<file path="src/hdl/stfs_ram.sv">
// Generic single-port-write, single-port-read RAM with registered read data.
`default_nettype none

module stfs_ram #(
   parameter int WIDTH = 8,
   parameter int DEPTH = 256
) (
   input  wire logic                     clock,
   input  wire logic                     wr_en,
   input  wire logic [$clog2(DEPTH)-1:0] wr_addr,
   input  wire logic [WIDTH-1:0]         wr_data,
   input  wire logic                     rd_en,
   input  wire logic [$clog2(DEPTH)-1:0] rd_addr,
   output logic      [WIDTH-1:0]         rd_data
);

   logic [WIDTH-1:0] mem_ff [DEPTH];
   logic [WIDTH-1:0] rd_data_ff;

   assign rd_data = rd_data_ff;

   always_ff @(posedge clock) begin
      if (wr_en) begin
         mem_ff[wr_addr] <= wr_data;
      end
      if (rd_en) begin
         rd_data_ff <= mem_ff[rd_addr];
      end
   end

endmodule

`default_nettype wire

</file>
<file path="config.mk">
export PLATFORM = sky130hd
export DESIGN_NAME = stfs_ram
export DESIGN_NICKNAME = d
export VERILOG_FILES = /design/src/hdl/stfs_ram.sv
export SDC_FILE = /design/constraint.sdc
export NUM_CORES = 2
export LEC_CHECK = 0
export ABC_CLOCK_PERIOD_IN_PS = 3200
export BUFFER_PORTS_ARGS = -buffer_cell sky130_fd_sc_hd__buf_2
export CORE_ASPECT_RATIO = 0.75
export CORE_MARGIN = 2
export CORE_UTILIZATION = 52
export CTS_CLUSTER_SIZE = 8
export DETAILED_ROUTE_END_ITERATION = 8
export PLACE_DENSITY = 0.67
export RECOVER_POWER = 100
export SLEW_MARGIN = 20
export SYNTH_ARGS = -nofsm -noshare
export SYNTH_HDL_FRONTEND = slang
export SYNTH_SLANG_ARGS = --single-unit
</file>
<file path="constraint.sdc">
create_clock -name clock -period 3.2 [get_ports clock]
set_input_delay 0 -clock clock [delete_from_list [all_inputs] [get_ports clock]]
set_output_delay 0 -clock clock [all_outputs]
set_load 0.005 [all_outputs]
</file>
==> results_tabular.tex <==
\begin{tabular}{lr}
\hline
Metric & Value \\
\hline
\multicolumn{2}{l}{\textbf{Run status}} \\
Result of the run & finished with violations \\
Violations in the final reports & capacitance limit, slew limit, setup timing \\
\multicolumn{2}{l}{\textbf{Clock tree}} \\
Number of hold buffers added after cts & 20 \\
Number of H-tree levels & 5 \\
TritonCTS sink count & between 2000 and 2500 \\
Number of buffers added by the clock tree synthesis step & approximately 300 \\
Clock transition at path regs & around 0.05 ns \\
Clock latency on the worst-skew pair & 0.91 ns \\
Number of buffers inserted to repair setup after CTS & 0 \\
Post-cts resize count & 0 \\
TritonCTS clock tree & built \\
Root buffer selected by CTS & clkbuf\_16 \\
Maximum count of clock buffers along a single path & 4 \\
\multicolumn{2}{l}{\textbf{Floorplan}} \\
Starting Density & between 50\% and 60\% \\
Area of the die & 156000 um\^{}2 \\
Floorplan row count & 124 \\
Floorplan core area & about 150000 um\^{}2 \\
I/O Pins & 35 \\
Die height & approximately 340 um \\
Horiz. Die Dim & between 400 and 500 um \\
\multicolumn{2}{l}{\textbf{Synth}} \\
Mux contribution to synthesized area & between 10\% and 20\% \\
Post-synthesis adder-cell area fraction & 0\% \\
Share of the synthesized area in compound gates (AO/OA/AOI/OAI) & between 3 and 4\% \\
Share of flip-flops with an asynchronous set or reset after synthesis & 0\% \\
Sequential fraction of the synthesis area & 77.5\% \\
Most instantiated flip-flop cell in the synthesis netlist & edfxtp\_1 \\
Post-Syn Area per Cell & 21.3 um\^{}2 \\
Gate count of the mapped netlist & 3733 \\
Combined area of all synthesized cells & approximately 80000 um\^{}2 \\
Warnings from Yosys & 0 \\
Library cells used by synthesis & 54 \\
Xor/xnor share of the synthesized area & 0\% \\
Share of synthesized cell area in and, or, nand and nor gates & 2.63\% \\
Number of enable flip-flop cells after synthesis & 2056 \\
Synth Register Bits & 2056 \\
Main combinational cell family by area after synthesis & multiplexers \\
Number of nets produced by synthesis & $\sim$3800 \\
\multicolumn{2}{l}{\textbf{Worst setup path}} \\
R2r worst-path depth & 6 \\
Stages on worst setup path & 6 \\
Cell family with the largest share of critical-path delay & buffers and inverters \\
Arrival time at the worst endpoint & between 3 and 4 ns \\
Worst path cell trace & dlygate4sd3\_1, clkbuf\_1, nor2\_1, nand4\_1, clkbuf\_1, nor2\_1 \\
Critical Path Start Type & primary input \\
Biggest fanout along the worst timing path & 13 \\
Biggest cell delay along the critical path & between 1.5 and 2 ns \\
Start-to-end type of the worst setup path & in2reg \\
Endpoint required time on the critical path & 3.62 ns \\
Critical path buffer and inverter count & 3 \\
Kind of capture point of the worst setup path & register \\
Standard cell with the maximum stage delay on the critical path & clkbuf\_1 \\
\multicolumn{2}{l}{\textbf{Layout}} \\
Area of all placed cells without fillers & 91600 um\^{}2 \\
Non-Filler Instances & 6297 \\
Synth-to-Final Area Change & 15.0\% \\
Number of nets in the finished design & between 4000 and 5000 \\
Footprint of the multi-input gates & $\sim$17000 um\^{}2 \\
Share of post-route cells with drive strength above 1 & 23.3\% \\
Number of fill cells in the layout & between 10000 and 15000 \\
Register area & around 62000 um\^{}2 \\
\multicolumn{2}{l}{\textbf{Power and ir drop}} \\
Pwr Density & between 600 and 700 nW/um\^{}2 \\
Static leakage & 28.6 nW \\
Worst VDD drop & around 0.65 mV \\
\multicolumn{2}{l}{\textbf{STA}} \\
Final Cycle Share & 104\% \\
Fmax & 0.299 GHz \\
Clock skew after layout & around 0.057 ns \\
Final Hold Vio Count & 0 \\
RSZ-0062 raised after global routing & no \\
Max Slew Vio Count & 875 \\
Sum of negative setup slack & -1.00 ns \\
Slack of the critical path & -0.140 ns \\
Clock period minus final worst setup slack & $\sim$3.3 ns \\
Finish-stage setup viols & 14 \\
Slew at the pin closest to its max-slew limit & around 2.8 ns \\
Worst rel slew slack & -87.0\% \\
\multicolumn{2}{l}{\textbf{Drt}} \\
Routed wirelength normalized by instance count & about 32 um \\
First-pass iteration count of the detailed router & 7 \\
Routed wire length & roughly 200000 um \\
DRC viols & 0 \\
Via count of the routed design & approximately 40000 \\
Final antenna-violating net count & 0 \\
Number of vias per cell & around 6.5 \\
DRC violation total after the first TritonRoute iteration & around 5900 \\
\multicolumn{2}{l}{\textbf{GRT}} \\
Global-route usage over all layers & approximately 26\% \\
Global-route wire length before repair & slightly below 300000 um \\
Number of global-route vias before repair & approximately 41000 \\
Largest net degree at the start of global routing & 131 \\
Number of antenna violations at the first check in global routing & 6 \\
Global-route congestion overflow total & 0 \\
\multicolumn{2}{l}{\textbf{Hold path}} \\
Number of cells traversed by the worst hold path & 2 \\
Class of the tightest hold or removal check & in2reg \\
\multicolumn{2}{l}{\textbf{Place}} \\
Global placer's final weighted congestion & 0.869 \\
Quantity of I/O buffers inserted on ports & 34 \\
Pre-CTS setup slack & -0.296 ns \\
Cell Area, Placed & around 85000 um\^{}2 \\
Post-detailed-placement half-perimeter wirelength & 124000 um \\
Number of placed instances with taps included & around 6000 \\
\multicolumn{2}{l}{\textbf{Flow run}} \\
Max Cap Viol & 17 \\
\hline
\end{tabular}
-- power breakdown --
group	total, W	switching, W	internal, W	leakage [nW]
Combinational	0.00278	0.00180	0.000980	6.23
Sequential	0.0298	0.0000316	0.0298	18.5
Clock	0.0274	0.0104	0.0170	3.90
-- flip-flops by register name, summed over array words and instances (netlist names) --
register  flops
mem_ff     2048
rd_data       8
-- cell type report --
type	count	area share (%)
Tap cell	2016	2.75
Antenna cell	2	0.00546
Multi-Input combinational cell	1442	18.0
Timing Repair Buffer	456	3.17
Clock inverter	11	0.124
Sequential cell	2056	67.4
Clock buffer	312	8.52
Inverter	2	0.00819
-- cells in the mapped netlist (6+ instances only) --
| master | n | area (um^2) |
|---|---|---|
| buf_4 | 27 | 203 |
| nand2_1 | 33 | 124 |
| nand4_1 | 10 | 62.6 |
| o21ai_0 | 10 | 50.1 |
| and2_1 | 6 | 37.5 |
| nor2b_1 | 31 | 194 |
| nor4_1 | 24 | 150 |
| clkbuf_1 | 111 | 417 |
| o211ai_1 | 10 | 75.1 |
| nor2_1 | 282 | 1060 |
| buf_1 | 22 | 82.6 |
| buf_6 | 21 | 236 |
| nand2b_1 | 8 | 50.1 |
| a22oi_1 | 133 | 998 |
| buf_12 | 8 | 160 |
| buf_2 | 31 | 155 |
| mux4_2 | 454 | 10200 |
| a221oi_1 | 13 | 114 |
| a211oi_1 | 16 | 120 |
| edfxtp_1 | 2056 | 61700 |
| a21oi_1 | 96 | 480 |
| buf_8 | 13 | 195 |
| o221ai_1 | 46 | 403 |
| a22o_1 | 8 | 70.1 |
| o22ai_1 | 28 | 175 |
| nor3_1 | 22 | 110 |
| mux2i_1 | 134 | 1340 |
| nand3_1 | 34 | 170 |
-- metrics by stage --
step                hold slack, ns  power (W)  util, %
floorplan                   0.0989     0.0317        -
global placement             0.405     0.0330     55.5
detailed placement           0.412     0.0331     55.6
CTS                         0.0157     0.0604     60.9
global route                 0.238     0.0617     60.2
finish                       0.235     0.0601     60.2
-- cell usage in the layout (no fill, tap or decap), types with 13 or more instances in the layout --
| cell type | n |
|---|---|
| clkbuf_16 | 312 |
| a221oi_1 | 13 |
| clkbuf_2 | 16 |
| edfxtp_1 | 2056 |
| o221ai_1 | 46 |
| buf_2 | 16 |
| a21oi_1 | 96 |
| clkbuf_1 | 242 |
| buf_12 | 32 |
| nand3_1 | 33 |
| nor3_1 | 21 |
| a22oi_1 | 133 |
| buf_4 | 121 |
| a211oi_1 | 16 |
| o22ai_1 | 28 |
| nand2_1 | 33 |
| dlygate4sd3_1 | 20 |
| mux4_2 | 454 |
| mux2i_1 | 134 |
| nor2b_1 | 28 |
| nor2_1 | 279 |
| nor4_1 | 19 |
-- metal layers --
| metal | wire, um | track usage, % | vias to the layer above |
|---|---|---|---|
| met5 | 0 | 0 | - |
| met4 | 4620 | 6.92 | 0 |
| met3 | 22700 | 5.43 | 339 |
| met2 | 91500 | 38.5 | 2410 |
| met1 | 82600 | 39.8 | 21459 |
| li1 | - | - | 16660 |
-- final timing paths --
check / from / end / slack (ns)
hold reg to reg: mem_ff[40][3] / rd_data[3] / 1.15
hold / removal: rd_en / rd_data[3] / 0.23
setup reg to reg: mem_ff[80][5] / rd_data[5] / 0.16
setup / recovery: wr_addr[0] / mem_ff[28][3] / -0.14
-- cell families after synthesis --
kind of cell,count (synthesis)
flip-flops,2056
multiplexers,591
AND/OR/NAND/NOR,466
AO/OA/AOI/OAI,385
buffers and inverters,235
Note: power is estimated with default switching activity, not from simulation.
