**config.mk**
```make
export PLATFORM = sky130hd
export DESIGN_NAME = stfs_engine
export DESIGN_NICKNAME = d
export VERILOG_FILES = /design/src/hdl/stfs_pkg.sv /design/src/hdl/stfs_engine.sv
export SDC_FILE = /design/constraint.sdc
export NUM_CORES = 1
export LEC_CHECK = 0
export BUFFER_PORTS_ARGS = -buffer_cell sky130_fd_sc_hd__buf_4
export CORE_ASPECT_RATIO = 1.2
export CORE_MARGIN = 1.5
export CORE_UTILIZATION = 42
export CTS_CLUSTER_SIZE = 40
export DETAILED_ROUTE_END_ITERATION = 10
export GPL_ROUTABILITY_DRIVEN = 0
export MAX_ROUTING_LAYER = met4
export PLACE_DENSITY = 0.77
export REMOVE_ABC_BUFFERS = 1
export SYNTH_ARGS = -nofsm -noshare
export SYNTH_HDL_FRONTEND = slang
export SYNTH_SLANG_ARGS = --single-unit
export TNS_END_PERCENT = 20
```
**constraint.sdc**
```tcl
create_clock -name clock -period 3.1 [get_ports clock]
set_input_delay 0 -clock clock [delete_from_list [all_inputs] [get_ports clock]]
set_output_delay 0 -clock clock [all_outputs]
set_load 0.05 [all_outputs]
```
**src/hdl/stfs_pkg.sv**
```systemverilog
// Shared types, codes and defaults for the slot table with free stack.
`default_nettype none

package stfs_pkg;

   localparam int CAPACITY_DEF   = 256;
   localparam int DATA_WIDTH_DEF = 32;

   localparam int MODE_W   = 2;
   localparam int INDEX_W  = 8;
   localparam int ENTRY_W  = 32;
   localparam int STATUS_W = 2;

   localparam int REQ_TDATA_W = 48;
   localparam int RSP_TDATA_W = 48;

   localparam logic [MODE_W-1:0] MODE_ADD    = 2'd0;
   localparam logic [MODE_W-1:0] MODE_GET    = 2'd1;
   localparam logic [MODE_W-1:0] MODE_REMOVE = 2'd2;
   localparam logic [MODE_W-1:0] MODE_NONE   = 2'd3;

   localparam logic [STATUS_W-1:0] STATUS_OK     = 2'd0;
   localparam logic [STATUS_W-1:0] STATUS_FULL   = 2'd1;
   localparam logic [STATUS_W-1:0] STATUS_RANGE  = 2'd2;
   localparam logic [STATUS_W-1:0] STATUS_ABSENT = 2'd3;

   typedef struct packed {
      logic                return_entry;
      logic [ENTRY_W-1:0]  entry_data;
      logic [INDEX_W-1:0]  slot_index;
      logic [MODE_W-1:0]   mode;
   } req_type;

   typedef struct packed {
      logic [STATUS_W-1:0] status;
      logic [ENTRY_W-1:0]  result_data;
      logic [INDEX_W-1:0]  result_index;
   } rsp_type;

endpackage

`default_nettype wire

```
**src/hdl/stfs_engine.sv**
```systemverilog
// Request sequencer: reads slot and stack memories, updates counters, writes back.
`default_nettype none

module stfs_engine #(
   parameter int CAPACITY   = stfs_pkg::CAPACITY_DEF,
   parameter int DATA_WIDTH = stfs_pkg::DATA_WIDTH_DEF,
   localparam int IW = $clog2(CAPACITY),
   localparam int SW = DATA_WIDTH + 1
) (
   input  wire logic              clock,
   input  wire logic              reset,
   input  wire logic              req_valid,
   input  wire stfs_pkg::req_type req,
   output logic                   req_ready,
   output logic                   slot_rd_en,
   output logic [IW-1:0]          slot_rd_addr,
   input  wire logic [SW-1:0]     slot_rd_data,
   output logic                   slot_wr_en,
   output logic [IW-1:0]          slot_wr_addr,
   output logic [SW-1:0]          slot_wr_data,
   output logic                   stack_rd_en,
   output logic [IW-1:0]          stack_rd_addr,
   input  wire logic [IW-1:0]     stack_rd_data,
   output logic                   stack_wr_en,
   output logic [IW-1:0]          stack_wr_addr,
   output logic [IW-1:0]          stack_wr_data,
   input  wire logic              rsp_free,
   output logic                   rsp_load,
   output stfs_pkg::rsp_type      rsp
);

   localparam int CW    = $clog2(CAPACITY + 1);
   localparam int CMP_W = (CW > stfs_pkg::INDEX_W) ? CW : stfs_pkg::INDEX_W;
   localparam logic [CW-1:0] CAP_C = CW'(CAPACITY);

   localparam logic ST_IDLE   = 1'b0;
   localparam logic ST_LOOKUP = 1'b1;

   logic                            state_ff, state_in;
   logic [CW-1:0]                   used_count_ff, used_count_in;
   logic [CW-1:0]                   free_depth_ff, free_depth_in;
   logic [stfs_pkg::MODE_W-1:0]     mode_ff;
   logic [stfs_pkg::INDEX_W-1:0]    idx_ff;
   logic [DATA_WIDTH-1:0]           data_ff;
   logic                            give_ff;

   logic                            accept;
   logic                            finish;
   logic [IW-1:0]                   slot_idx;
   logic                            in_range;
   logic                            is_top;
   logic                            slot_valid;
   logic [DATA_WIDTH-1:0]           slot_data;

   assign req_ready = (state_ff == ST_IDLE);
   assign accept    = req_valid && req_ready;
   assign finish    = (state_ff == ST_LOOKUP) && rsp_free;

   // Reads go out as the request is taken; data is back in the lookup cycle.
   assign slot_rd_en    = accept;
   assign slot_rd_addr  = IW'(req.slot_index);
   assign stack_rd_en   = accept;
   assign stack_rd_addr = IW'(free_depth_ff - 1'b1);

   assign slot_idx   = IW'(idx_ff);
   assign in_range   = CMP_W'(idx_ff) < CMP_W'(used_count_ff);
   assign is_top     = CMP_W'(idx_ff) == CMP_W'(used_count_ff - 1'b1);
   assign slot_valid = slot_rd_data[DATA_WIDTH];
   assign slot_data  = slot_rd_data[DATA_WIDTH-1:0];

   always_comb begin
      state_in      = state_ff;
      used_count_in = used_count_ff;
      free_depth_in = free_depth_ff;
      slot_wr_en    = 1'b0;
      slot_wr_addr  = slot_idx;
      slot_wr_data  = {1'b1, data_ff};
      stack_wr_en   = 1'b0;
      stack_wr_addr = IW'(free_depth_ff);
      stack_wr_data = slot_idx;
      rsp_load      = finish;
      rsp.result_index = idx_ff;
      rsp.result_data  = '0;
      rsp.status       = stfs_pkg::STATUS_OK;

      unique case (state_ff)
         ST_IDLE: begin
            if (accept) begin
               state_in = ST_LOOKUP;
            end
         end
         ST_LOOKUP: begin
            if (finish) begin
               state_in = ST_IDLE;
               if (mode_ff == stfs_pkg::MODE_ADD) begin
                  priority if (free_depth_ff != '0) begin
                     free_depth_in    = free_depth_ff - 1'b1;
                     slot_wr_en       = 1'b1;
                     slot_wr_addr     = stack_rd_data;
                     rsp.result_index = stfs_pkg::INDEX_W'(stack_rd_data);
                  end else if (used_count_ff < CAP_C) begin
                     used_count_in    = used_count_ff + 1'b1;
                     slot_wr_en       = 1'b1;
                     slot_wr_addr     = IW'(used_count_ff);
                     rsp.result_index = stfs_pkg::INDEX_W'(used_count_ff);
                  end else begin
                     rsp.result_index = '0;
                     rsp.status       = stfs_pkg::STATUS_FULL;
                  end
               end else if (mode_ff != stfs_pkg::MODE_NONE) begin
                  priority if (!in_range) begin
                     rsp.status = stfs_pkg::STATUS_RANGE;
                  end else if (!slot_valid) begin
                     rsp.status = stfs_pkg::STATUS_ABSENT;
                  end else if (mode_ff == stfs_pkg::MODE_GET) begin
                     rsp.result_data = stfs_pkg::ENTRY_W'(slot_data);
                  end else begin
                     if (give_ff) begin
                        rsp.result_data = stfs_pkg::ENTRY_W'(slot_data);
                     end
                     slot_wr_en   = 1'b1;
                     slot_wr_data = '0;
                     priority if (is_top) begin
                        used_count_in = used_count_ff - 1'b1;
                     end else if (free_depth_ff < CAP_C) begin
                        stack_wr_en   = 1'b1;
                        free_depth_in = free_depth_ff + 1'b1;
                     end else begin
                        free_depth_in = free_depth_ff;
                     end
                  end
               end
            end
         end
         default: state_in = ST_IDLE;
      endcase
   end

   always_ff @(posedge clock) begin
      if (reset) begin
         state_ff      <= ST_IDLE;
         used_count_ff <= '0;
         free_depth_ff <= '0;
      end else begin
         state_ff      <= state_in;
         used_count_ff <= used_count_in;
         free_depth_ff <= free_depth_in;
      end
   end

   always_ff @(posedge clock) begin
      if (accept) begin
         mode_ff <= req.mode;
         idx_ff  <= req.slot_index;
         data_ff <= DATA_WIDTH'(req.entry_data);
         give_ff <= req.return_entry;
      end
   end

endmodule

`default_nettype wire

```
==> impl_metrics.toml, run 1 <==
[die]
boundaryPins = 209
die-area_sq_mm = 0.01052
initial_core_util_pct = 43.54
die_y_microns = 112.1
core_area_sq_mm = 0.009564
rows = 39
die_w_microns = 93.90

[logic_synthesis]
synth_fa_ha_area_share_pct = 3.906
synthArstFlopShare_pct = 0
synth.ff_latch_count = 62
avgSynthCellArea_sq_um = 9.132
synth_xor_area_share_pct = 3.576
yosysSeqAreaShare_pct = 40.14
synth_top_family_by_area = "simple AND/OR/NAND/NOR gates"
synthDistinctLibCells = 59
synth_compound_area_share_pct = 12.74
synth_edf_count = 43
yosys.area_share.simple_pct = 26.59
syn_inst = 456
yosys_warnings = 0
syn_area_sq_mm = 0.004164
synthMuxAreaShare_pct = 4.778
synth_ff_type = "edfxtp_1"

[detailed_routing]
routedWlPerCell_microns = 16.05
via_per_inst = 5.324
via_count = 4334
drtPass1Iterations = 6
drc = 0
ant_nets = 0
drtIter0Drc = 352
wl_mm = 13.06

[critical_path]
startpoint_type = "register"
path_class = "reg -> reg"
cp-startpoint = "used_count_ff[1]$_SDFFE_PP0P_"
arrival_ns = 3.19
r2r_cells = 8
crit_required_ns = 3.32
reg2reg_to = "used_count_ff[2]$_SDFFE_PP0P_"
cp-end-kind = "register"
path_cells = "inv_1 -> ha_1 -> o21ba_2 -> a221oi_1 -> a41oi_1 -> or4_4 -> o31ai_1 -> mux2_2"
slowest_delay_ns = 0.64
cp_max_fo = 10
crit_path_top_delay_cell = "or4_4"
endpoint = "used_count_ff[2]$_SDFFE_PP0P_"
r2r-start = "used_count_ff[1]$_SDFFE_PP0P_"
r2r_setup_slack_ns = 0.13

[timing]
finalClockSkew_ns = 0.006850
setup_viol = 0
timing.final.crit_share_pct = 95.81
tns_ns = 0
worst_pin_slew_ns = 0.7123
fmax_mhz = 336.7
rsz0062_at_grt = "no"
hold_viol = 0
slew-limit-headroom_pct = 52.14
layout_min_cycle_time_ns = 2.970
drv_slew = 0

[job]
maxCapViolations = 0

[worst_hold_path]
hold_start = "req_valid"
hold_path_class = "in -> reg"

[grt]
grt_pass1_vias = 4305
grt_pass1_wl_mm = 20.27
antenna_found_initial = 0
grt_max_degree = 43
grt_usage_pct = 25.28
overflow = 0

[layout]
drive_above_1_share_pct = 38.35
syn_to_final_growth_pct = 55.80
layout.nets = 787
mostFrequentLayoutCells = "223 x buf_4, 67 x and2_1, 47 x nor2_1"
final_common_cell = "buf_4"
final_cells = 814
fin_util_pct = 67.83
num_antenna_cells = 0

[clock_network]
postCtsSetupBuffers = 0
insertion_delay_ns = 0.33
cts_tree = "done"
cts_root_buffer = "clkbuf_16"
clk_path_buf_depth = 2
cts_buffers = 9
clk_pin_slew_ns = 0.06
clock-sinks = 62
htreeDepth = 3

[power_and_ir_drop]
ir_drop_mv = 0.3669
powerDensity_mw_per_mm2 = 406.1
cellLeakagePower_nw = 2.920

[run_status]
status = "complete, no violations"

[placed_design]
io_buffers = 208
dp_hpwl_mm = 8.886
post-place-cells = 754
[registers in the layout (all words and copies together) (netlist names)]
name	cells
used_count_ff	9
mode_ff	2
stack_wr_data	8
give_ff	1
free_depth_ff	9
state_ff	1
data_ff	32
[layout make-up]
cell class                      instances  area, sq um
Fill cell                             732         3077
Multi-Input combinational cell        325         2173
Timing Repair Buffer                  267         2115
Sequential cell                        62         1675
Clock buffer                           10        229.0
Tap cell                              123        153.9
Inverter                               21        78.83
Clock inverter                          6        62.56
[Yosys cell counts (3+ instances only)]
| cell type | n | area share (%) |
|---|---|---|
| nor3_1 | 13 | 1.6 |
| clkbuf_1 | 23 | 2.1 |
| and2_1 | 67 | 10 |
| nor4_1 | 6 | 0.90 |
| xnor2_1 | 11 | 2.3 |
| buf_2 | 5 | 0.60 |
| inv_1 | 21 | 1.9 |
| nor2_1 | 47 | 4.2 |
| nand3_1 | 11 | 1.3 |
| a311oi_1 | 8 | 1.7 |
| xor2_1 | 6 | 1.3 |
| nand2_1 | 21 | 1.9 |
| o31ai_1 | 6 | 1.1 |
| nand4_1 | 7 | 1.1 |
| mux2_1 | 5 | 1.4 |
| ha_1 | 13 | 3.9 |
| mux2_2 | 10 | 2.7 |
| mux2i_1 | 3 | 0.72 |
| nor2b_1 | 9 | 1.4 |
| a21oi_1 | 22 | 2.6 |
| edfxtp_1 | 43 | 31 |
| dfxtp_1 | 19 | 9.1 |
| buf_4 | 17 | 3.1 |
| or3_1 | 5 | 0.75 |
| a211oi_1 | 3 | 0.54 |
| a21o_1 | 9 | 1.6 |
| o21ai_0 | 3 | 0.36 |
[critical path, delay by kind of cell (launching register included)]
family,cells,cell delay (ns)
AOI/OAI and AO/OA,4,1.01
and+or+nand+nor,1,0.64
DFF,1,0.43
muxes,1,0.37
adders and majority gates,1,0.29
buffers and inverters,1,0.11
[logic make-up after synthesis]
logic type,after synthesis
simple gates,202
xor+xnor,17
compound gates,75
mux,18
flops,62
buf+inv,69
fa+ha+maj,13
[how the worst min path moves through the flow]
stage / endpoint / slack [ns] / cells after the start
CTS: mode_ff[1]$_DFFE_PP_ / 0.07 / 2
detailed placement: data_ff[19]$_DFFE_PP_ / 0.18 / 1
global route: mode_ff[1]$_DFFE_PP_ / 0.08 / 2
finish: mode_ff[1]$_DFFE_PP_ / 0.08 / 2
global placement: data_ff[4]$_DFFE_PP_ / 0.18 / 1
floorplan: slot_rd_addr[0] / 0 / 0
[through the flow]
step	cell area (sq um)	setup slack [ns]	power [mW]	hold slack (ns)
6_report	6487	0.1299	2.635	0.07998
5_1_grt	6487	0.003023	2.705	0.07771
4_1_cts	6471	0.06129	2.617	0.07371
3_5_place_dp	5739	0.08454	1.591	0.1794
3_3_place_gp	5739	0.2291	1.581	0.1780
2_1_floorplan	3899	-1.272	1.329	0
[per-layer routing]
layer  routed length [microns]  vias to the layer above  GRT usage, %
met2                      6719                      257         43.82
met1                      4829                     1993         27.74
met3                      1162                       27         4.065
met4                       348                        0         12.64
met5                         0                        -             -
li1                          -                     2057             -
[report_power, final]
| part | leakage, nW | total (mW) | switching [mW] | internal (mW) |
|---|---|---|---|---|
| clock | 0.136 | 1.00 | 0.383 | 0.619 |
| combinational | 2.22 | 0.675 | 0.410 | 0.265 |
| sequential | 0.568 | 0.957 | 0.0247 | 0.932 |
| total | 2.92 | 2.63 | 0.818 | 1.82 |
[timing repair]
action,in CTS,in global routing
hold endpoints to repair,44,0
gates resized for setup,0,5
setup endpoints to repair,0,54
hold buffers,44,0
Note: power is estimated with default switching activity, not from simulation.
==> run 2: changes to the inputs <==
--- a/config.mk
+++ b/config.mk
@@ -14,6 +14,7 @@
 export GPL_ROUTABILITY_DRIVEN = 0
 export MAX_ROUTING_LAYER = met4
 export PLACE_DENSITY = 0.77
+export RECOVER_POWER = 100
 export REMOVE_ABC_BUFFERS = 1
 export SYNTH_ARGS = -nofsm -noshare
 export SYNTH_HDL_FRONTEND = slang
==> impl_metrics.toml, run 2 (synthesis gave the netlist of run 1 again) <==
[layout]
mostFrequentLayoutCells = "76 x buf_4, 60 x clkbuf_4, 54 x and2_1"
num_antenna_cells = 0
final_common_cell = "buf_4"
largestRegisters = "data_ff x32, free_depth_ff x9, used_count_ff x9"
syn_to_final_growth_pct = 48.86
drive_above_1_share_pct = 31.84
largest_reg_flops = 32
final_cells = 814
layout.nets = 787
regMostFlops = "data_ff"

[clock_network]
clk_pin_slew_ns = 0.06
clk_path_buf_depth = 2
htreeDepth = 3
clock-sinks = 62
insertion_delay_ns = 0.34
postCtsSetupBuffers = 0
cts_root_buffer = "clkbuf_16"
cts_tree = "done"
cts_buffers = 9

[timing]
hold_viol = 0
fmax_mhz = 338.4
drv_slew = 0
rsz0062_at_grt = "no"
layout_min_cycle_time_ns = 2.955
finalClockSkew_ns = 0.007706
timing.final.crit_share_pct = 95.33
setup_viol = 0
worst_pin_slew_ns = 1.014
hold_slack_ns = 0.1232
slew-limit-headroom_pct = 32.42

[grt]
grt_pass1_wl_mm = 20.27
grt_max_degree = 43
antenna_found_initial = 0
overflow = 0
grt_pass1_vias = 4305
grt_usage_pct = 25.28

[critical_path]
r2r_setup_slack_ns = 0.14
r2r-start = "used_count_ff[1]$_SDFFE_PP0P_"
startpoint_type = "register"
crit_required_ns = 3.33
reg2reg_to = "used_count_ff[2]$_SDFFE_PP0P_"
cp-end-kind = "register"
path_class = "reg -> reg"
r2r_cells = 8
cp-startpoint = "used_count_ff[1]$_SDFFE_PP0P_"
cp_max_fo = 10
arrival_ns = 3.18

[die]
die_y_microns = 112.1
die-area_sq_mm = 0.01052
core_area_sq_mm = 0.009564
initial_core_util_pct = 43.54
boundaryPins = 209
die_w_microns = 93.90
rows = 39

[worst_hold_path]
holdPathEnd = "free_depth_ff[1]$_SDFFE_PP0P_"
hold_path_class = "in -> reg"
hold_start = "reset"
hold_depth = 2

[detailed_routing]
via_count = 4378
routedWlPerCell_microns = 15.98
ant_nets = 0
drtIter0Drc = 383
wl_mm = 13.00
via_per_inst = 5.378
drtPass1Iterations = 5
drc = 0

[placed_design]
post-place-cells = 754
dp_hpwl_mm = 8.886
io_buffers = 208

[power_and_ir_drop]
cellLeakagePower_nw = 2.711
ir_drop_mv = 0.3604
powerDensity_mw_per_mm2 = 418.4

[run_status]
status = "complete, no violations"

[job]
maxCapViolations = 0
## run 2: cell count changes in the layout (fill, tap and decap cells not counted), sizes merged
cell / before / now
buf: 223 / 79
clkbuf: 10 / 154
## run 2: area by class of cell
| cell class | count | area (sq um) |
|---|---|---|
| timing repair buffer | 267 | 1844 |
| clock inverter | 6 | 62.56 |
| inverter | 21 | 78.83 |
| sequential | 62 | 1675 |
| clock buffer | 10 | 229.0 |
| tap | 123 | 153.9 |
| multi-input combinational | 325 | 2155 |
| fill | 826 | 3366 |
## run 2: timing repair
item,CTS,global route
hold buffers,44,0
setup endpoints to repair,0,54
hold endpoints to repair,44,0
gates resized for setup,0,5
## run 2: routing by layer
layer	track usage, %	wire [microns]	vias up
met4	12.64	401	0
met3	4.065	1108	38
met2	43.82	6657	282
met1	27.74	4836	2008
li1	-	-	2050
met5	-	0	-
## run 2: power by group
part           total [mW]  switching (mW)  internal (mW)
clock network       0.999           0.380          0.619
logic               0.637           0.407          0.230
registers           0.958          0.0245          0.933
total                2.59           0.812           1.78
## run 2: worst max-delay path, stage by stage, from the launching register on
cell and delay (ns):
dfxtp_2 0.42, inv_1 0.11, ha_1 0.30, o21ba_2 0.23
a221oi_1 0.28, a41oi_1 0.14, or4_4 0.64, o31ai_1 0.36
mux2_2 0.37
## run 2: worst max-delay path by stage
| stage | endpoint | slack [ns] | cells after the start |
|---|---|---|---|
| global placement | used_count_ff[5]$_SDFFE_PP0P_ | 0.23 | 8 |
| detailed placement | used_count_ff[7]$_SDFFE_PP0P_ | 0.08 | 8 |
| CTS | used_count_ff[2]$_SDFFE_PP0P_ | 0.06 | 8 |
| floorplan | slot_wr_en | -1.27 | 6 |
| global route | slot_wr_data[5] | 0.009 | 11 |
| finish | used_count_ff[2]$_SDFFE_PP0P_ | 0.14 | 8 |
## run 2: stage by stage
stage / total power, mW / setup TNS [ns] / instance area, sq um / utilization [%] / setup WS, ns
4_1_cts: 2.617 / 0 / 6471 / 67.66 / 0.06129
6_report: 2.594 / 0 / 6198 / 64.81 / 0.1447
5_1_grt: 2.668 / 0 / 6198 / 64.81 / 0.009009
3_3_place_gp: 1.581 / 0 / 5739 / 60.01 / 0.2291
2_1_floorplan: 1.329 / -60.86 / 3899 / - / -1.272
3_5_place_dp: 1.591 / 0 / 5739 / 60.01 / 0.08454
