--- src/hdl/stfs_pkg.sv ---
// Shared types, codes and defaults for the slot table with free stack.
`default_nettype none

package stfs_pkg;

   localparam int CAPACITY_DEF   = 256;
   localparam int DATA_WIDTH_DEF = 32;

   localparam int MODE_W   = 2;
   localparam int INDEX_W  = 8;
   localparam int ENTRY_W  = 32;
   localparam int STATUS_W = 2;

   localparam int REQ_TDATA_W = 48;
   localparam int RSP_TDATA_W = 48;

   localparam logic [MODE_W-1:0] MODE_ADD    = 2'd0;
   localparam logic [MODE_W-1:0] MODE_GET    = 2'd1;
   localparam logic [MODE_W-1:0] MODE_REMOVE = 2'd2;
   localparam logic [MODE_W-1:0] MODE_NONE   = 2'd3;

   localparam logic [STATUS_W-1:0] STATUS_OK     = 2'd0;
   localparam logic [STATUS_W-1:0] STATUS_FULL   = 2'd1;
   localparam logic [STATUS_W-1:0] STATUS_RANGE  = 2'd2;
   localparam logic [STATUS_W-1:0] STATUS_ABSENT = 2'd3;

   typedef struct packed {
      logic                return_entry;
      logic [ENTRY_W-1:0]  entry_data;
      logic [INDEX_W-1:0]  slot_index;
      logic [MODE_W-1:0]   mode;
   } req_type;

   typedef struct packed {
      logic [STATUS_W-1:0] status;
      logic [ENTRY_W-1:0]  result_data;
      logic [INDEX_W-1:0]  result_index;
   } rsp_type;

endpackage

`default_nettype wire

--- src/hdl/stfs_rsp_reg.sv ---
// Output register for the response channel.
`default_nettype none

module stfs_rsp_reg (
   input  wire logic              clock,
   input  wire logic              reset,
   input  wire logic              load,
   input  wire stfs_pkg::rsp_type load_rsp,
   output logic                   free,
   output logic                   rsp_valid,
   input  wire logic              rsp_ready,
   output stfs_pkg::rsp_type      rsp
);

   logic              valid_ff;
   logic              valid_in;
   stfs_pkg::rsp_type rsp_ff;

   assign free      = !valid_ff || rsp_ready;
   assign rsp_valid = valid_ff;
   assign rsp       = rsp_ff;

   always_comb begin
      valid_in = valid_ff;
      if (load) begin
         valid_in = 1'b1;
      end else if (rsp_ready) begin
         valid_in = 1'b0;
      end
   end

   always_ff @(posedge clock) begin
      if (reset) begin
         valid_ff <= 1'b0;
      end else begin
         valid_ff <= valid_in;
      end
   end

   always_ff @(posedge clock) begin
      if (load) begin
         rsp_ff <= load_rsp;
      end
   end

endmodule

`default_nettype wire

--- config.mk ---
export PLATFORM = sky130hd
export DESIGN_NAME = stfs_rsp_reg
export DESIGN_NICKNAME = d
export VERILOG_FILES = /design/src/hdl/stfs_pkg.sv /design/src/hdl/stfs_rsp_reg.sv
export SDC_FILE = /design/constraint.sdc
export NUM_CORES = 1
export LEC_CHECK = 0
export ABC_AREA = 1
export BUFFER_PORTS_ARGS = -buffer_cell sky130_fd_sc_hd__buf_2
export CAP_MARGIN = 20
export CORE_MARGIN = 4
export CORE_UTILIZATION = 36
export DETAILED_ROUTE_END_ITERATION = 7
export HOLD_SLACK_MARGIN = 0.02
export PLACE_DENSITY = 0.74
export SKIP_CTS_REPAIR_TIMING = 1
export SLEW_MARGIN = 10
export SYNTH_ARGS = -nofsm -noshare
export SYNTH_HDL_FRONTEND = slang
export SYNTH_SLANG_ARGS = --single-unit
--- constraint.sdc ---
create_clock -name clock -period 0.8 [get_ports clock]
set_input_delay 0.12 -clock clock [delete_from_list [all_inputs] [get_ports clock]]
set_output_delay 0.12 -clock clock [all_outputs]
set_load 0.05 [all_outputs]
==> results.py, run 1 <==
metrics = {
    "logic_synthesis": {
        "synth_top_area_frac": 0.967,
        "synth_area_leader_cell": "edfxtp_1",
        "ys_ff_latch": 43,
        "synthCells": 47,
        "syn_nets": 93,
        "ys_seq_area_frac": 0.983,
        "synth_cell_types": 5,
        "syn_area_per_cell_um2": 27.7,
        "syn_area_mm2": 0.00130,
        "ys_warn_count": 0,
        "synthTopCellsByArea": "edfxtp_1 97%, dfxtp_1 1.5%, a21oi_2 0.67%",
    },
    "floorplan": {
        "die_h_um": 68.2,
        "rows": 21,
        "pin_count": 90,
        "start_util": 0.382,
        "die_x_um": 68.2,
        "core_area_mm2": 0.00342,
        "dieArea_mm2": 0.00465,
    },
    "setup_path": {
        "critPathMaxStageDelay_ns": 0.43,
        "worstReg2RegEnd": "rsp_valid",
        "crit_family": "flip-flops",
        "path_class": "flip-flop to primary output",
        "arrival_ns": 0.97,
        "cp_max_fo": 1,
        "start_kind": "flip-flop",
        "worstPathBufferInverterCount": 1,
        "r2r_slack_ns": 0.16,
        "required_ns": 0.68,
        "cp-end-kind": "primary output",
        "path_cells": "buf_6",
        "timing.rr.start": "rsp_valid",
        "crit_slowest_cell": "edfxtp_1",
        "worst_r2r_path_depth": 2,
    },
    "pwr": {
        "ir_drop_uv": 1400,
        "p_leak_nw": 1.12,
        "internal-power_mw": 3.57,
        "p_sw_frac": 0.306,
        "p_seq_frac": 0.536,
        "power.density_mw_per_mm2": 1960,
        "pwr-share-comb": 0.267,
        "p_sw_mw": 1.57,
        "pwr-share-clk": 0.197,
    },
    "timing": {
        "finalMaxSlewViolations": 0,
        "max_slew_margin": 0.907,
        "final-setup-viol-count": 44,
        "fin_crit_sh": 1.36,
        "tightestPinTransition_ns": 0.140,
        "fin_worst_skew_ns": 0,
        "final.setup.worst_slack_ns": -0.287,
        "max_freq_ghz": 0.920,
        "hold_viol_final": 0,
        "rsz0062_at_grt": "true",
        "period_needed_ns": 1.09,
    },
    "place": {
        "port_buffers": 89,
        "pre_cts_slack_ns": 0.0376,
        "gp_congestion": 0.694,
        "dpl.hpwl_mm": 2.24,
        "dp.cells": 185,
        "dpl-instance-area_mm2": 0.00186,
    },
    "final_layout": {
        "instances_no_fill": 236,
        "n_antenna_cell": 0,
        "fin_nets": 235,
        "drive_gt1_frac": 0.537,
        "fin_area_mm2": 0.00263,
        "area_growth_pct": 102,
    },
    "clocking": {
        "clk_pin_slew_ns": 0.12,
        "cts_tree": "yes",
        "root_buffer": "clkbuf_4",
        "clk_latency_ns": 0.36,
        "clockBufferDepth": 2,
        "cts_made_buffers": 5,
        "cts.sinks": 43,
        "htreeDepth": 2,
    },
    "global_routing": {
        "grt-ovfl-total": 0,
        "grt_pass1_vias": 893,
        "grt_pass1_wl_mm": 3.94,
        "grt_max_degree": 22,
        "grtUsageTotal": 0.128,
        "antenna_found_initial": 0,
    },
    "detailed_routing": {
        "drtAntennaViolNets": 0,
        "num_vias": 988,
        "drc": 0,
        "first_pass_iters": 3,
        "vias_per_cell": 4.19,
        "routed_wl_mm": 3.84,
        "wl_per_cell_um": 16.3,
        "drt_iter0_markers": 18,
    },
    "min_path": {
        "holdPathStages": 4,
        "hold_path.class": "input pin to flip-flop",
        "worstHoldEndpoint": "rsp_valid",
        "holdCritStartpoint": "rsp_ready",
    },
    "run_status": {
        "status": "finished with violations",
        "violations": "negative setup slack",
    },
    "run": {
        "cap_violations": 0,
    },
}
## layout by cell type, fill, tap and decap left out
| cell type | n |
|---|---|
| dfxtp_4 | 1 |
| inv_1 | 2 |
| a21oi_2 | 1 |
| buf_6 | 42 |
| buf_4 | 1 |
| dlygate4sd3_1 | 43 |
| buf_8 | 2 |
| clkbuf_4 | 5 |
| clkinv_2 | 1 |
| nand2_4 | 1 |
| clkinvlp_4 | 1 |
| buf_12 | 2 |
| clkbuf_1 | 1 |
| buf_2 | 45 |
| edfxtp_1 | 42 |
## cell type report
| type | instances | area (µm²) |
|---|---|---|
| Inverter | 2 | 7.51 |
| Tap cell | 46 | 57.6 |
| Sequential cell | 43 | 1280 |
| Multi-Input combinational cell | 2 | 20.0 |
| Timing Repair Buffer | 135 | 1210 |
| Clock inverter | 2 | 12.5 |
| Clock buffer | 6 | 41.3 |
| Fill cell | 191 | 786 |
## metrics by stage
step	hold WS (ns)	utilization	setup TNS [ns]	power, mW
floorplan	0.173	-	0	3.41
global placement	0.271	0.545	0	3.72
detailed placement	0.273	0.545	0	3.75
CTS	-0.117	0.561	-12.87	4.74
global route	0.0324	0.770	-13.36	5.36
finish	0.0505	0.770	-10.90	5.14
## per-layer routing
layer / share of wire / routed length (µm) / track usage
met4: 0.025 / 97 / 0.0670
met5: 0 / 0 / 0
met1: 0.31 / 1190 / 0.118
met3: 0.13 / 492 / 0.0952
met2: 0.54 / 2060 / 0.205
## cell families (layout without fill, tap and decap cells)
family | after synthesis | after routing | synth area share
flops | 43 | 43 | 0.983
buf+inv | 2 | 145 | 0.00576
compound gates | 1 | 1 | 0.00672
simple gates | 1 | 1 | 0.00480
## cells in the mapped netlist
library cell,instances
edfxtp_1,42
inv_1,2
a21oi_2,1
dfxtp_1,1
nand2_2,1
## power groups by stage
stage,Sequential (mW),Combinational (mW),Clock (mW)
2_1_floorplan,3.39,0.0178,0
3_3_place_gp,2.75,0.976,0
3_5_place_dp,2.76,0.990,0
4_1_cts,2.71,0.990,1.04
5_1_grt,2.78,1.43,1.16
6_report,2.76,1.37,1.01
## worst max path at each step
| stage | startpoint | to | slack [ns] | depth (start not counted) |
|---|---|---|---|---|
| 6_report | rsp[27] | rsp[27] | -0.29 | 1 |
| 4_1_cts | rsp_valid | free | -0.37 | 2 |
| 3_5_place_dp | rsp_valid | free | 0.04 | 2 |
| 5_1_grt | rsp[27] | rsp[27] | -0.35 | 1 |
| 3_3_place_gp | rsp_valid | free | 0.04 | 2 |
| 2_1_floorplan | rsp_valid | rsp_valid | 0.02 | 2 |
## registers in the layout (all words and copies together) (netlist names)
signal / count
rsp: 42
rsp_valid: 1
No activity file was read; power rests on OpenSTA's default activity.
==> inputs of run 2 (changes only) <==
Settings changed: PLACE_DENSITY 0.74 to 0.71.
==> run 2 against run 1 <==
Effect of this change:
- the run still ends with negative setup slack left
- clock power increased by 32%
- critical endpoint is now rsp[11]
- global-route usage decreased by 0.26 points
- largest cell class unchanged
- sequential power about the same
- register-to-register slack improved by 0.04 ns
- worst setup slack improved by 0.0091 ns
- count of clock-buffer cells in the layout decreased by 1
- wire length increased by 1.8%
- die area unchanged
- combinational power about the same
- hold slack improved by 0.0056 ns
- design area increased by 0.76%
- final cell count decreased by 0.42%
- highest routed layer unchanged
==> results.py, run 2 (synthesis gave the netlist of run 1 again) <==
metrics = {
    "run_status": {
        "status": "finished with violations",
        "violations": "negative setup slack",
    },
    "final_layout": {
        "drive_gt1_frac": 0.540,
        "area_growth_pct": 103,
        "fin_nets": 234,
        "final_cell_mix": "45 x buf_2, 43 x dlygate4sd3_1, 42 x buf_6, 42 x edfxtp_1, 5 x clkbuf_4",
        "multi_input_area_um2": 20.0,
        "largest_register_ff_count": 42,
        "final_common_cell": "buf_2",
        "seqCellArea_mm2": 0.00128,
        "fillCellCount": 178,
        "n_antenna_cell": 0,
    },
    "setup_path": {
        "worstPathBufferInverterCount": 1,
        "start_kind": "flip-flop",
        "required_ns": 0.68,
        "timing.rr.start": "rsp_valid",
        "path_cells": "buf_6",
        "arrival_ns": 0.96,
        "cp_max_fo": 1,
        "path_class": "flip-flop to primary output",
        "cp-end-kind": "primary output",
        "crit_family": "flip-flops",
        "critPathMaxStageDelay_ns": 0.44,
        "crit_slowest_cell": "edfxtp_1",
        "startpoint": "rsp[11]",
    },
    "pwr": {
        "pwr-share-clk": 0.243,
        "power.density_mw_per_mm2": 2060,
        "p_seq_frac": 0.505,
        "ir_drop_uv": 1470,
        "total_power_mw": 5.46,
        "p_leak_nw": 1.13,
        "p_sw_mw": 1.57,
        "p_sw_frac": 0.288,
        "pwr-share-comb": 0.252,
        "internal-power_mw": 3.89,
    },
    "min_path": {
        "holdCritStartpoint": "rsp_ready",
        "hold_path.class": "input pin to flip-flop",
    },
    "floorplan": {
        "die_x_um": 68.2,
        "core_area_mm2": 0.00342,
        "pin_count": 90,
        "dieArea_mm2": 0.00465,
        "die_h_um": 68.2,
        "start_util": 0.382,
        "rows": 21,
    },
    "clocking": {
        "clk_pin_slew_ns": 0.13,
        "cts_made_buffers": 5,
        "root_buffer": "clkbuf_4",
        "htreeDepth": 2,
        "clk_latency_ns": 0.34,
        "cts_tree": "yes",
        "cts.sinks": 43,
        "clockBufferDepth": 2,
    },
    "timing": {
        "period_needed_ns": 1.08,
        "rsz0062_at_grt": "true",
        "max_slew_margin": 0.915,
        "fin_worst_skew_ns": 0,
        "fin_hold_ws_ns": 0.0562,
        "max_freq_ghz": 0.928,
        "final.setup.worst_slack_ns": -0.278,
        "tns_ns": -10.39,
        "tightestPinTransition_ns": 0.128,
        "fin_crit_sh": 1.35,
        "final-setup-viol-count": 44,
        "hold_viol_final": 0,
        "finalMaxSlewViolations": 0,
    },
    "detailed_routing": {
        "vias_per_cell": 4.15,
        "num_vias": 975,
        "drtAntennaViolNets": 0,
        "routed_wl_mm": 3.91,
        "wl_per_cell_um": 16.6,
        "drc": 0,
        "first_pass_iters": 4,
        "drt_iter0_markers": 17,
    },
    "global_routing": {
        "grt_pass1_wl_mm": 3.82,
        "grtUsageTotal": 0.125,
        "grt-ovfl-total": 0,
        "grt_max_degree": 24,
        "antenna_found_initial": 0,
        "grt_pass1_vias": 843,
    },
    "run": {
        "cap_violations": 0,
    },
    "place": {
        "gp_congestion": 0.694,
        "port_buffers": 89,
    },
}
==> run 2: changes by cell type in the layout (fill, tap and decap cells not counted) <==
cell / previous run / this run
clkinv_4: 0 / 1
clkinvlp_4: 1 / 0
clkbuf_1: 1 / 0
buf_4: 1 / 0
bufinv_16: 0 / 1
==> run 2: power by group through the flow <==
stage | Clock [mW] | Sequential (mW) | Combinational [mW]
6_report | 1.33 | 2.76 | 1.37
5_1_grt | 1.49 | 2.78 | 1.43
4_1_cts | 1.37 | 2.71 | 0.986
3_5_place_dp | 0 | 2.76 | 0.987
3_3_place_gp | 0 | 2.75 | 0.974
2_1_floorplan | 0 | 3.39 | 0.0178
==> run 2: cell type report <==
type | instances | share of cell area
Clock buffer | 5 | 0.0142
Multi-Input combinational cell | 2 | 0.00755
Clock inverter | 3 | 0.0165
Timing Repair Buffer | 134 | 0.452
Inverter | 2 | 0.00283
Tap cell | 46 | 0.0217
Sequential cell | 43 | 0.485
==> run 2: final timing paths <==
check	to	slack [ns]	cells after the start
min	rsp_valid	0.06	4
min reg2reg	rsp_valid	0.51	2
max	rsp[11]	-0.28	1
max reg2reg	rsp_valid	0.20	2
==> run 2: per-layer routing <==
metal	vias up	wire length, µm	part of all wire	global-route usage
met3	4	359	0.092	0.0837
li1	465	-	-	-
met4	0	37	0.0095	0.0596
met1	447	1370	0.35	0.108
met5	-	0	0	0
met2	59	2140	0.55	0.219
==> run 2: through the flow <==
stage                     setup slack [ns]  instances  utilization  area, µm²
after floorplan                     0.0217         47            -       1310
after global placement              0.0372        184        0.543       1860
after CTS                           -0.384        192        0.567       1940
after global routing                -0.335        235        0.776       2650
final                               -0.278        235        0.776       2650
after detailed placement            0.0323        184        0.543       1860
==> inputs of run 3 (changes only) <==
==> constraint.sdc (replaced) <==
create_clock -name clock -period 0.8 [get_ports clock]
set_input_delay 0.08 -clock clock [delete_from_list [all_inputs] [get_ports clock]]
set_output_delay 0.08 -clock clock [all_outputs]
set_load 0.05 [all_outputs]
==> run 3 against run 2 <==
Effect of this change:
- the flow still finishes with violations (negative setup slack)
- design area down 1.1%
- hold slack worse by 0.046 ns
- clock power down 25%
- highest routed layer unchanged
==> results.py, run 3 (synthesis gave the netlist of run 1 again) <==
metrics = {
    "run_status": {
        "status": "finished with violations",
        "violations": "negative setup slack",
    },
    "timing": {
        "max_slew_margin": 0.917,
        "hold_viol_final": 0,
        "final.setup.worst_slack_ns": -0.254,
        "finalMaxSlewViolations": 0,
        "max_freq_ghz": 0.949,
        "final-setup-viol-count": 44,
        "fin_crit_sh": 1.32,
        "tns_ns": -9.24,
        "period_needed_ns": 1.05,
        "fin_worst_skew_ns": 0,
        "rsz0062_at_grt": "true",
        "tightestPinTransition_ns": 0.125,
    },
    "floorplan": {
        "dieArea_mm2": 0.00465,
        "start_util": 0.382,
        "rows": 21,
        "die_x_um": 68.2,
        "core_area_mm2": 0.00342,
        "die_h_um": 68.2,
        "pin_count": 90,
    },
    "setup_path": {
        "startpoint": "rsp[12]",
        "path_cells": "buf_6",
        "cp-end-kind": "primary output",
        "start_kind": "flip-flop",
        "required_ns": 0.72,
        "worstReg2RegEnd": "rsp_valid",
        "r2r_slack_ns": 0.19,
        "cp_max_fo": 1,
        "timing.rr.start": "rsp_valid",
        "arrival_ns": 0.97,
        "crit_slowest_cell": "edfxtp_1",
        "critPathMaxStageDelay_ns": 0.44,
        "worstPathBufferInverterCount": 1,
        "crit_family": "flip-flops",
        "path_class": "flip-flop to primary output",
        "worst_r2r_path_depth": 2,
    },
    "pwr": {
        "total_power_mw": 5.13,
        "p_leak_nw": 1.11,
        "power.density_mw_per_mm2": 1960,
        "ir_drop_uv": 1330,
    },
    "place": {
        "port_buffers": 89,
        "gp_congestion": 0.694,
    },
    "detailed_routing": {
        "drt_iter0_markers": 44,
        "drc": 0,
        "drtAntennaViolNets": 0,
        "wl_per_cell_um": 16.9,
        "num_vias": 1012,
        "first_pass_iters": 4,
        "vias_per_cell": 4.31,
        "routed_wl_mm": 3.97,
    },
    "final_layout": {
        "drive_gt1_frac": 0.529,
        "n_antenna_cell": 0,
        "fin_nets": 234,
        "area_growth_pct": 101,
        "final_common_cell": "buf_2",
        "final_cell_mix": "45 x buf_2, 43 x dlygate4sd3_1, 42 x buf_6, 42 x edfxtp_1, 5 x clkbuf_4",
        "largest_register_ff_count": 42,
        "utilization": 0.767,
    },
    "global_routing": {
        "grt-ovfl-total": 0,
        "grt_pass1_wl_mm": 3.78,
        "grtUsageTotal": 0.123,
        "grt_pass1_vias": 853,
        "grt_max_degree": 24,
        "antenna_found_initial": 0,
    },
    "min_path": {
        "holdPathStages": 4,
        "hold_path.class": "input pin to flip-flop",
        "worstHoldEndpoint": "rsp_valid",
        "holdCritStartpoint": "rsp_ready",
    },
    "clocking": {
        "clk_latency_ns": 0.35,
        "cts_made_buffers": 5,
        "cts.sinks": 43,
        "clk_pin_slew_ns": 0.12,
        "cts_tree": "yes",
        "clockBufferDepth": 2,
        "htreeDepth": 2,
        "root_buffer": "clkbuf_4",
    },
    "run": {
        "cap_violations": 0,
    },
}
==> run 3: changes by cell type in the layout (fill, tap and decap cells not counted), sizes merged <==
cell	previous run	this run
clkinvlp	0	1
bufinv	1	0
==> run 3: cell type report <==
type                    instances  area (µm²)
clock buffers                   5        37.5
well taps                      46        57.6
multi-input cells               2        20.0
clock inverters                 3        15.0
flip-flops and latches         43        1280
repair buffers                134        1200
inverters                       2        7.51
fillers                       188         795
==> run 3: report_power, final <==
part / switching, mW / internal (mW) / leakage, nW
clock network: 0.669 / 0.323 / 0.0263
logic: 0.812 / 0.561 / 0.665
registers: 0.0952 / 2.67 / 0.420
==> run 3: worst max path at each step <==
stage | depth (start not counted) | end
final | 1 | rsp[12]
after global routing | 1 | rsp[22]
after CTS | 2 | free
after detailed placement | 2 | free
after global placement | 2 | free
after floorplan | 2 | rsp_valid
==> run 3: layer usage <==
layer	wire length (µm)	vias to the layer above	track usage
li1	-	467	-
met1	1370	468	0.104
met3	428	9	0.0837
met2	2080	68	0.211
met4	92	0	0.0670
met5	0	-	0
==> run 3: per-stage QoR <==
step           area (µm²)  worst slack (ns)  instances  hold WS (ns)
2_1_floorplan        1310            0.0217         47         0.133
3_3_place_gp         1860            0.0772        184         0.231
3_5_place_dp         1860            0.0731        184         0.238
4_1_cts              1910            -0.328        192        -0.143
5_1_grt              2620            -0.304        235       -0.0106
6_report             2620            -0.254        235        0.0105
